==> config.mk <==
export PLATFORM = sky130hd
export DESIGN_NAME = sha256_byte_stream_hasher_flat
export DESIGN_NICKNAME = d
export VERILOG_FILES = /design/src/hdl/s256_pkg.sv /design/src/hdl/s256_if.sv /design/src/hdl/s256_round.sv /design/src/hdl/sha256_byte_stream_hasher.sv /design/src/flat_wrapper.sv
export SDC_FILE = /design/constraint.sdc
export NUM_CORES = 2
export LEC_CHECK = 0
export ABC_AREA = 1
export BUFFER_PORTS_ARGS = -buffer_cell sky130_fd_sc_hd__buf_4
export CAP_MARGIN = 20
export CORE_MARGIN = 1.5
export CORE_UTILIZATION = 32
export DETAILED_ROUTE_END_ITERATION = 12
export PLACE_DENSITY_LB_ADDON = 0.05
export SLEW_MARGIN = 20
export SYNTH_ARGS = -nofsm -noshare
export SYNTH_HDL_FRONTEND = slang
export SYNTH_SLANG_ARGS = --single-unit
==> constraint.sdc <==
create_clock -name clk_i -period 16.6 [get_ports clk_i]
set_clock_uncertainty 0.1 [all_clocks]
set_input_delay 0.83 -clock clk_i [delete_from_list [all_inputs] [get_ports clk_i]]
set_output_delay 0.83 -clock clk_i [all_outputs]
set_load 0.005 [all_outputs]
==> src/hdl/s256_pkg.sv <==
// Package for the SHA-256 byte stream hasher: types, codes, constants and round helpers.
package s256_pkg;

  typedef logic [7:0][31:0] work_t;

  typedef enum logic [2:0] {
    ST_IDLE,
    ST_PAD,
    ST_LEN,
    ST_RND,
    ST_ADD,
    ST_OUT
  } st_e;

  localparam logic [1:0] ACT_ABSORB  = 2'd0;
  localparam logic [1:0] ACT_ABS_FIN = 2'd1;
  localparam logic [1:0] ACT_FIN     = 2'd2;

  localparam logic [7:0] PAD_MARK = 8'h80;
  localparam logic [5:0] LEN_POS  = 6'd56;
  localparam logic [5:0] FILL_MAX = 6'd63;
  localparam logic [5:0] RND_LAST = 6'd63;
  localparam logic [2:0] LEN_LAST = 3'd7;
  localparam logic [2:0] IDX_LAST = 3'd7;
  localparam logic [63:0] BITS_PER_BYTE = 64'd8;

  function automatic work_t h_init();
    work_t h;
    h[0] = 32'h6a09e667;
    h[1] = 32'hbb67ae85;
    h[2] = 32'h3c6ef372;
    h[3] = 32'ha54ff53a;
    h[4] = 32'h510e527f;
    h[5] = 32'h9b05688c;
    h[6] = 32'h1f83d9ab;
    h[7] = 32'h5be0cd19;
    return h;
  endfunction

  function automatic logic [31:0] rotr(input logic [31:0] x, input int unsigned n);
    logic [63:0] t;
    t = {x, x} >> n;
    return t[31:0];
  endfunction

  function automatic logic [31:0] round_k(input logic [5:0] i);
    logic [31:0] k;
    case (i)
      6'd0:  k = 32'h428a2f98;  6'd1:  k = 32'h71374491;
      6'd2:  k = 32'hb5c0fbcf;  6'd3:  k = 32'he9b5dba5;
      6'd4:  k = 32'h3956c25b;  6'd5:  k = 32'h59f111f1;
      6'd6:  k = 32'h923f82a4;  6'd7:  k = 32'hab1c5ed5;
      6'd8:  k = 32'hd807aa98;  6'd9:  k = 32'h12835b01;
      6'd10: k = 32'h243185be;  6'd11: k = 32'h550c7dc3;
      6'd12: k = 32'h72be5d74;  6'd13: k = 32'h80deb1fe;
      6'd14: k = 32'h9bdc06a7;  6'd15: k = 32'hc19bf174;
      6'd16: k = 32'he49b69c1;  6'd17: k = 32'hefbe4786;
      6'd18: k = 32'h0fc19dc6;  6'd19: k = 32'h240ca1cc;
      6'd20: k = 32'h2de92c6f;  6'd21: k = 32'h4a7484aa;
      6'd22: k = 32'h5cb0a9dc;  6'd23: k = 32'h76f988da;
      6'd24: k = 32'h983e5152;  6'd25: k = 32'ha831c66d;
      6'd26: k = 32'hb00327c8;  6'd27: k = 32'hbf597fc7;
      6'd28: k = 32'hc6e00bf3;  6'd29: k = 32'hd5a79147;
      6'd30: k = 32'h06ca6351;  6'd31: k = 32'h14292967;
      6'd32: k = 32'h27b70a85;  6'd33: k = 32'h2e1b2138;
      6'd34: k = 32'h4d2c6dfc;  6'd35: k = 32'h53380d13;
      6'd36: k = 32'h650a7354;  6'd37: k = 32'h766a0abb;
      6'd38: k = 32'h81c2c92e;  6'd39: k = 32'h92722c85;
      6'd40: k = 32'ha2bfe8a1;  6'd41: k = 32'ha81a664b;
      6'd42: k = 32'hc24b8b70;  6'd43: k = 32'hc76c51a3;
      6'd44: k = 32'hd192e819;  6'd45: k = 32'hd6990624;
      6'd46: k = 32'hf40e3585;  6'd47: k = 32'h106aa070;
      6'd48: k = 32'h19a4c116;  6'd49: k = 32'h1e376c08;
      6'd50: k = 32'h2748774c;  6'd51: k = 32'h34b0bcb5;
      6'd52: k = 32'h391c0cb3;  6'd53: k = 32'h4ed8aa4a;
      6'd54: k = 32'h5b9cca4f;  6'd55: k = 32'h682e6ff3;
      6'd56: k = 32'h748f82ee;  6'd57: k = 32'h78a5636f;
      6'd58: k = 32'h84c87814;  6'd59: k = 32'h8cc70208;
      6'd60: k = 32'h90befffa;  6'd61: k = 32'ha4506ceb;
      6'd62: k = 32'hbef9a3f7;  6'd63: k = 32'hc67178f2;
      default: k = 32'h0;
    endcase
    return k;
  endfunction

endpackage

==> src/hdl/s256_if.sv <==
// Valid/ready channel interfaces for the hasher's input bytes and digest words.
interface s256_in_if;
  logic       valid;
  logic       ready;
  logic [1:0] action;
  logic [7:0] data_byte;

  modport source (output valid, output action, output data_byte, input ready);
  modport sink   (input valid, input action, input data_byte, output ready);
endinterface

interface s256_out_if;
  logic        valid;
  logic        ready;
  logic [31:0] digest_word;
  logic [2:0]  word_index;
  logic        last_word;

  modport source (output valid, output digest_word, output word_index, output last_word,
                  input ready);
  modport sink   (input valid, input digest_word, input word_index, input last_word,
                  output ready);
endinterface

==> src/hdl/s256_round.sv <==
// SHA-256 round unit: one compression round and one message schedule word per cycle.
module s256_round import s256_pkg::*; (
  input  work_t        cur_i,
  input  logic [511:0] win_i,
  input  logic [5:0]   rnd_i,
  output work_t        nxt_o,
  output logic [31:0]  wnew_o
);

  logic [31:0] w0, w1, w9, w14;
  logic [31:0] sg0, sg1, big0, big1, ch, maj, t1, t2;

  assign w0  = win_i[511:480];
  assign w1  = win_i[479:448];
  assign w9  = win_i[223:192];
  assign w14 = win_i[63:32];

  assign sg0    = rotr(w1, 7) ^ rotr(w1, 18) ^ (w1 >> 3);
  assign sg1    = rotr(w14, 17) ^ rotr(w14, 19) ^ (w14 >> 10);
  assign wnew_o = w0 + sg0 + w9 + sg1;

  assign big1 = rotr(cur_i[4], 6) ^ rotr(cur_i[4], 11) ^ rotr(cur_i[4], 25);
  assign ch   = (cur_i[4] & cur_i[5]) ^ (~cur_i[4] & cur_i[6]);
  assign big0 = rotr(cur_i[0], 2) ^ rotr(cur_i[0], 13) ^ rotr(cur_i[0], 22);
  assign maj  = (cur_i[0] & cur_i[1]) ^ (cur_i[0] & cur_i[2]) ^ (cur_i[1] & cur_i[2]);
  assign t1   = cur_i[7] + big1 + ch + round_k(rnd_i) + w0;
  assign t2   = big0 + maj;

  always_comb begin
    nxt_o[7] = cur_i[6];
    nxt_o[6] = cur_i[5];
    nxt_o[5] = cur_i[4];
    nxt_o[4] = cur_i[3] + t1;
    nxt_o[3] = cur_i[2];
    nxt_o[2] = cur_i[1];
    nxt_o[1] = cur_i[0];
    nxt_o[0] = t1 + t2;
  end

endmodule

==> src/hdl/sha256_byte_stream_hasher.sv <==
// Top level of the SHA-256 byte stream hasher: sequencer, block window and digest output.
//
// Input channel in_i carries one item per byte: action 0 absorbs data_byte,
// action 1 absorbs it and finishes, action 2 finishes without a byte, action 3
// is dropped. Output channel out_o returns the eight digest words of a finish,
// word_index 0 first, last_word set on word 7.
// An absorb of the 64th byte of a block runs the 64 rounds and then folds the
// result into the chaining words; no byte is taken until that is done. The
// shared round unit, one round per cycle, does every compression.
// A finish shifts in the 0x80 mark and then zero bytes, one per cycle unless a
// compression runs, until 56 bytes are held; if the mark lands past byte 55 the
// block is zero-filled and compressed first. Then the eight length bytes go in,
// one per cycle, the last block is compressed (one or two blocks per finish),
// and the eight words go out, one per cycle while out_o.ready is high.
// in_i.ready is high only while the block is idle. A stalled receiver holds the
// current word in place; nothing is lost. After the last word is taken the
// block is back in its initial state. Reset loads the initial chaining words,
// clears counts and control at once; no clearing pass is needed.
module sha256_byte_stream_hasher import s256_pkg::*; (
  input  logic        clk_i,
  input  logic        rst_ni,
  s256_in_if.sink     in_i,
  s256_out_if.source  out_o
);

  st_e          st_q, st_d, ret_q, ret_d;
  work_t        h_q, h_d;
  work_t        work_q, work_d;
  work_t        rnd_nxt;
  logic [511:0] win_q, win_d;
  logic [63:0]  bits_q, bits_d;
  logic [5:0]   fill_q, fill_d;
  logic [5:0]   rnd_q, rnd_d;
  logic [2:0]   len_q, len_d;
  logic [2:0]   idx_q, idx_d;
  logic         mark_q, mark_d;
  logic [31:0]  wnew;
  logic         shift_en, go_rnd;
  logic [7:0]   shift_byte;

  s256_round u_round (
    .cur_i  (work_q),
    .win_i  (win_q),
    .rnd_i  (rnd_q),
    .nxt_o  (rnd_nxt),
    .wnew_o (wnew)
  );

  assign in_i.ready        = (st_q == ST_IDLE);
  assign out_o.valid       = (st_q == ST_OUT);
  assign out_o.digest_word = h_q[idx_q];
  assign out_o.word_index  = idx_q;
  assign out_o.last_word   = (idx_q == IDX_LAST);

  always_comb begin
    st_d       = st_q;
    ret_d      = ret_q;
    h_d        = h_q;
    work_d     = work_q;
    win_d      = win_q;
    bits_d     = bits_q;
    fill_d     = fill_q;
    rnd_d      = rnd_q;
    len_d      = len_q;
    idx_d      = idx_q;
    mark_d     = mark_q;
    shift_en   = 1'b0;
    shift_byte = 8'h00;
    go_rnd     = 1'b0;

    case (st_q)
      ST_IDLE: begin
        if (in_i.valid) begin
          case (in_i.action)
            ACT_ABSORB, ACT_ABS_FIN: begin
              shift_en   = 1'b1;
              shift_byte = in_i.data_byte;
              bits_d     = bits_q + BITS_PER_BYTE;
              if (in_i.action == ACT_ABS_FIN) begin
                mark_d = 1'b1;
                st_d   = ST_PAD;
              end
              if (fill_q == FILL_MAX) begin
                go_rnd = 1'b1;
                ret_d  = (in_i.action == ACT_ABS_FIN) ? ST_PAD : ST_IDLE;
              end
            end
            ACT_FIN: begin
              mark_d = 1'b1;
              st_d   = ST_PAD;
            end
            default: ;
          endcase
        end
      end
      ST_PAD: begin
        if (mark_q) begin
          shift_en   = 1'b1;
          shift_byte = PAD_MARK;
          mark_d     = 1'b0;
        end else if (fill_q == LEN_POS) begin
          st_d  = ST_LEN;
          len_d = '0;
        end else begin
          shift_en = 1'b1;
        end
        if (shift_en && fill_q == FILL_MAX) begin
          go_rnd = 1'b1;
          ret_d  = ST_PAD;
        end
      end
      ST_LEN: begin
        shift_en   = 1'b1;
        shift_byte = bits_q[{~len_q, 3'b000} +: 8];
        len_d      = len_q + 3'd1;
        if (len_q == LEN_LAST) begin
          go_rnd = 1'b1;
          ret_d  = ST_OUT;
          idx_d  = '0;
        end
      end
      ST_RND: begin
        work_d = rnd_nxt;
        win_d  = {win_q[479:0], wnew};
        rnd_d  = rnd_q + 6'd1;
        if (rnd_q == RND_LAST) begin
          st_d = ST_ADD;
        end
      end
      ST_ADD: begin
        for (int i = 0; i < 8; i++) begin
          h_d[i] = h_q[i] + work_q[i];
        end
        st_d = ret_q;
      end
      ST_OUT: begin
        if (out_o.ready) begin
          idx_d = idx_q + 3'd1;
          if (idx_q == IDX_LAST) begin
            h_d    = h_init();
            bits_d = '0;
            fill_d = '0;
            st_d   = ST_IDLE;
          end
        end
      end
      default: st_d = ST_IDLE;
    endcase

    if (shift_en) begin
      win_d  = {win_q[503:0], shift_byte};
      fill_d = fill_q + 6'd1;
    end
    if (go_rnd) begin
      st_d   = ST_RND;
      work_d = h_q;
      rnd_d  = '0;
    end
  end

  always_ff @(posedge clk_i or negedge rst_ni) begin
    if (!rst_ni) begin
      st_q   <= ST_IDLE;
      ret_q  <= ST_IDLE;
      h_q    <= h_init();
      bits_q <= '0;
      fill_q <= '0;
      rnd_q  <= '0;
      len_q  <= '0;
      idx_q  <= '0;
      mark_q <= 1'b0;
    end else begin
      st_q   <= st_d;
      ret_q  <= ret_d;
      h_q    <= h_d;
      bits_q <= bits_d;
      fill_q <= fill_d;
      rnd_q  <= rnd_d;
      len_q  <= len_d;
      idx_q  <= idx_d;
      mark_q <= mark_d;
    end
  end

  always_ff @(posedge clk_i) begin
    work_q <= work_d;
    win_q  <= win_d;
  end

endmodule

==> src/flat_wrapper.sv <==
// flat-port wrapper written by rule: the top's interface ports become plain ports
module sha256_byte_stream_hasher_flat import s256_pkg::*;
  (clk_i, rst_ni, in_i_valid, in_i_action, in_i_data_byte, in_i_ready, out_o_valid, out_o_digest_word, out_o_word_index, out_o_last_word, out_o_ready);
  s256_in_if in_i_i ();
  s256_out_if out_o_i ();
  input  logic clk_i;
  input  logic rst_ni;
  input wire logic [$bits(in_i_i.valid)-1:0] in_i_valid;
  input wire logic [$bits(in_i_i.action)-1:0] in_i_action;
  input wire logic [$bits(in_i_i.data_byte)-1:0] in_i_data_byte;
  output wire logic [$bits(in_i_i.ready)-1:0] in_i_ready;
  output wire logic [$bits(out_o_i.valid)-1:0] out_o_valid;
  output wire logic [$bits(out_o_i.digest_word)-1:0] out_o_digest_word;
  output wire logic [$bits(out_o_i.word_index)-1:0] out_o_word_index;
  output wire logic [$bits(out_o_i.last_word)-1:0] out_o_last_word;
  input wire logic [$bits(out_o_i.ready)-1:0] out_o_ready;
  assign in_i_i.valid = in_i_valid;
  assign in_i_i.action = in_i_action;
  assign in_i_i.data_byte = in_i_data_byte;
  assign in_i_ready = in_i_i.ready;
  assign out_o_valid = out_o_i.valid;
  assign out_o_digest_word = out_o_i.digest_word;
  assign out_o_word_index = out_o_i.word_index;
  assign out_o_last_word = out_o_i.last_word;
  assign out_o_i.ready = out_o_ready;
  sha256_byte_stream_hasher u_core (.clk_i(clk_i), .rst_ni(rst_ni), .in_i(in_i_i), .out_o(out_o_i));
endmodule
# Word level (Yosys, flattened, before mapping)
# Memory sizes are Yosys's and may differ from the RTL's.
# Index checks and enable logic that the tools add are counted.
# W data, S select, Z words.
[word_totals]
wordCells = 187
rom_bits = 2048
inputBits = 14
out_inout_bits = 38
register_bits = 1113
memories = 1
[op_classes]
eq_ne = 32
bitwise = 18
addsub = 23
n_reduce_logical = 23
shifts = 1
magnitude_cmp = 1
n_mux = 63
[mem_list]
columns = ["memory", "words", "word_bits", "rd", "rd_ports_with_merged_regs", "wr", "line_no", "rtl"]
rows = [
  ["(no name shown)", 64, 32, 1, 0, 0, "s256_pkg.sv:48", "case (i)"],
]
[ops]
columns = ["cell", "count"]
rows = [
  ["$mux W256", 4],
  ["$mux W512", 2],
  ["$add A32 B32 Y32", 18],
  ["$pmux W256 S2", 1],
  ["$xor A32 B32 Y32", 9],
  ["$mux W64", 4],
  ["$and A32 B32 Y32", 5],
  ["$pmux W64 S2", 1],
  ["$bmux W32 S3", 1],
  ["$add A64 B4 Y64 const B", 1],
  ["$shiftx A64 B7 Y8", 1],
  ["$mux W3", 17],
  ["$mux W6", 6],
  ["$mux W32", 1],
  ["$not A32 Y32", 1],
  ["$xor A32 B22 Y32", 1],
  ["$xor A32 B29 Y32", 1],
  ["$mux W8", 3],
  ["$pmux W8 S3", 1],
  ["$reduce_bool A2 Y1", 10],
  ["$eq A6 B6 Y1 const B", 3],
  ["$pmux W3 S2", 3],
  ["$pmux W3 S6", 1],
  ["$ne A2 B1 Y1 const B", 8],
  ["other kinds (29)", 58],
]

# Longest topological paths before layout
[depth]
depth_word = 9
ltp_mapped = 47

# Cells and area by module
# A second synthesis with hierarchy kept.
[hier_totals]
hier_cells = 12098
hier_area_um2 = 87362.5
[modules_own_cells]
columns = ["module", "area_per_inst_um2", "instances", "cells_each"]
rows = [
  ["sha256_byte_stream_hasher", 68450.6, 1, 9336],
  ["s256_round", 18911.9, 1, 2762],
]

# Worst setup path before layout
# Ideal clock, no wire load.
[synth_timing]
path_kind = "input to register"
startpoint = "input port in_i_action[1]"
endpoint = "register u_core.win_q[0], enable pin"
path_stages = 8
setup_slack_ps = 2982
required_time_ps = 12805
arrival_time_ps = 9823
path_buffers = 3
path_cell_list = "inv_1 nand3_2 nand3_2 inv_2 buf_4 buf_4 buf_2 nand2_1"
[synth_via]
elab_chain_len = 6
word_cells_on_any_way = 7
[synth_lines]
columns = ["element", "line_no", "rtl"]
rows = [
  ["from (decl)", "flat_wrapper.sv:9", "input wire logic [$bits(in_i_i.action)-1:0] in_i_action;"],
  ["$eq A2 B1 Y1 or $logic_not A2 Y1 (tied branches)", "sha256_byte_stream_hasher.sv:74", "case (in_i.action)"],
  ["$reduce_or A2 Y1 *", "sha256_byte_stream_hasher.sv:74", ""],
  ["$mux W1 *", "sha256_byte_stream_hasher.sv:74", ""],
  ["$mux W1 *", "sha256_byte_stream_hasher.sv:73", "if (in_i.valid) begin"],
  ["$pmux W1 S3 *", "sha256_byte_stream_hasher.sv:71", "case (st_q)"],
  ["$reduce_bool A2 Y1 (no source line) *", "-", ""],
  ["to (signal assigned)", "sha256_byte_stream_hasher.sv:187", "win_q <= win_d;"],
  ["to (decl)", "sha256_byte_stream_hasher.sv:30", "logic [511:0] win_q, win_d;"],
]
# Mark *: on every way between the ends. The rest lies on a longest branch, timed or not.
# A chain may end at the register's enable or synchronous reset.

==> impl_metrics.yaml <==
run_status:
  outcome: "finished clean"
logic_synthesis:
  syn-cell-area_um2: 82900
  ys_async_sr_fraction_pct: 30.7
  synth_area_leaders: "edfxtp_1, nand2_1, dfrtp_1"
  ys_ff_latch: 1109
  synth_cell_type_count: 74
  synth_nets: 11500
  postSynthAreaPerCell_um2: 7.64
  netlist_top_cells_count: "nand2_1, inv_1, o21ai_0, nor2_1, edfxtp_1"
  yosysWarnings: 0
  synth_top_area_share_pct: 27.8
  synth-main-ff-cell: "edfxtp_1"
  yosysTopAreaCell: "edfxtp_1"
  synth_cells: 10800
  synth_edf_count: 768
  synth_most_common_cell: "nand2_1"
  synth-seq-area-share_pct: 38.3
run:
  maxCapViolCount: 0
timing:
  setup_violations: 0
  min_period_ns: 9.40
  max-slew-margin-rel_pct: 21.8
  rsz0062_at_grt: "false"
  min_period_over_period_pct: 56.7
  worst_slack_ns: 7.20
  finalMaxSlewViolations: 0
  max_clock_freq_mhz: 106
  tightest_slew_ns: 1.17
  fin_tns_setup_ns: 0
  hold_viol_final: 0
floorplan:
  start_util_pct: 32.2
  core_um2: 257000
  die_w_um: 512
  die_area_um2: 262000
  io_pins: 52
  rows: 186
  fp.dieH_um: 512
global_routing:
  grt_use_total_pct: 29.1
  grt_most_used_layer: "met2"
  grt_first_pass_wirelength_mm: 553
  grt-ovfl-total: 0
  grtUsageMet1_pct: 39.0
  antenna_found_initial: 13
  globalRouteMet3Util_pct: 3.88
  grt_pass1_vias: 74700
  use_met2_pct: 47.5
  grt_max_degree: 198
critical_path:
  crit_required_ns: 17.06
  end_kind: "flop"
  cp_data_arrival_time_ns: 9.86
  crit_path_top_delay_cell: "dfrtp_1"
  cp_max_fo: 15
  path_class: "reg2reg"
  slowest_delay_ns: 0.70
  cp-start-kind: "flop"
  cp_common_cell: "inv_1"
cts:
  clock-root-buffer: "clkbuf_16"
  ctsHoldBuffers: 1
  cts_resized: 0
  cts_setup_buffers: 0
  cts_buffer_depth: 3
  cts_tree: "built"
  clock_latency_ns: 0.86
  numCtsBuffers: 147
  htree_levels: 4
  cts.sink_count: 1109
  path_clk_slew_ns: 0.06
min_path:
  hold_class: "in2reg"
detailed_routing:
  first_pass_iters: 7
  drc: 0
  routed_wl_mm: 389
  antenna_left: 0
  wire_per_inst_um: 27.3
  via_count: 76000
  vias_per_cell: 5.34
  drtIter0Drc: 7541
placed_design:
  io_buffers: 51
  dp_hpwl_mm: 305
  gp_congestion: 1.00
  dpl_worst_slack_ns: 7.19
layout:
  layout.nets: 11300
  area_growth_pct: 10.2
  num-fill-cells: 27500
  drive_above_1_share_pct: 5.31
power_and_ir_drop:
  peakVddDrop_mv: 0.110
  leakage_uw: 0.0412
  powerDensity_nw_per_um2: 68.7
## state kept, by name, summed over array words and instances (netlist names)
signal	count
u_core.win_q	512
u_core.rnd_q	6
u_core.fill_q	6
u_core.mark_q	1
u_core.bits_q	61
u_core.h_q	256
u_core.out_o.word_index	3
u_core.st_q	3
u_core.work_q	256
u_core.len_q	3
u_core.ret_q	2
## kinds of logic after synthesis
| kind of cell | synth area share (%) |
|---|---|
| compound gates | 14.0 |
| xor+xnor | 4.24 |
| fa+ha+maj | 11.0 |
| buf+inv | 7.91 |
| flops | 38.3 |
| mux | 0.172 |
| simple gates | 24.4 |
## cell usage in the layout, fill, tap and decap left out, types with 26 or more instances in the layout
cell	instances
buf_4	134
clkinv_1	26
xnor2_1	167
a31oi_1	67
o21ai_1	57
ha_1	400
nor2_1	789
dfrtp_1	202
inv_1	1217
clkbuf_1	40
xor2_1	234
nand4_1	143
fa_1	195
o211ai_1	62
dfstp_2	136
nand3b_1	33
nand3_1	441
o21a_1	46
a21oi_1	658
o21bai_1	63
edfxtp_1	768
a21o_1	52
clkbuf_16	147
o21ai_0	840
a21boi_0	34
nand2_1	3359
nor3_1	105
o22ai_1	125
## critical path: cells and delay by family (launching register included)
| family | cells | cell delay [ns] |
|---|---|---|
| flops | 1 | 0.70 |
| compound gates | 4 | 1.46 |
| fa+ha+maj | 7 | 3.44 |
| simple gates | 13 | 2.10 |
| xor+xnor | 1 | 0.44 |
| buf+inv | 6 | 0.90 |
## path summary, 6_finish.rpt
kind	cells after the start	startpoint	to	slack, ns
setup / recovery	31	u_core.rnd_q[0]	u_core.work_q[22]	7.20
hold / removal	3	in_i_data_byte[3]	u_core.win_q[3]	0.19
setup reg to reg	31	u_core.rnd_q[0]	u_core.work_q[22]	7.20
hold reg to reg	2	u_core.ret_q[0]	u_core.ret_q[0]	0.40
max in group asynchronous	4	rst_ni	u_core.h_q[236]	13.88
min in group asynchronous	2	rst_ni	u_core.h_q[89]	0.48
## cell type report
cell class | instances | area [µm²] | area share [%]
Sequential cell | 1109 | 31800 | 34.8
Clock inverter | 77 | 918 | 1.01
Clock buffer | 198 | 3980 | 4.36
Antenna cell | 5 | 12.5 | 0.0137
Tap cell | 3384 | 4230 | 4.64
Timing Repair Buffer | 143 | 1150 | 1.26
Inverter | 1235 | 4660 | 5.10
Multi-Input combinational cell | 8085 | 44600 | 48.8
## power by group
group / internal, µW / switching, µW
clock network: 1830 / 1430
registers: 2940 / 12.5
logic: 16.2 / 47.3
total: 4790 / 1490
## stage by stage
stage | power, µW | utilization [%] | hold slack [ns] | cell area, µm² | instances
detailed placement | 3070 | 33.6 | 0.383 | 86400 | 14000
floorplan | 3030 | - | 0.356 | 82900 | 10800
global route | 6470 | 35.5 | 0.170 | 91300 | 14200
finish | 6270 | 35.5 | 0.187 | 91300 | 14200
CTS | 6370 | 35.5 | 0.142 | 91300 | 14200
global placement | 3070 | 33.6 | 0.384 | 86400 | 14000
## layer usage
metal	share of wire, %	routed length, µm	up-vias
met2	46	180000	2429
met3	5.5	21300	476
met5	0.0033	13	-
met1	44	172000	37400
li1	-	-	35700
met4	4.1	16100	2
No activity file was read; power rests on OpenSTA's default activity.
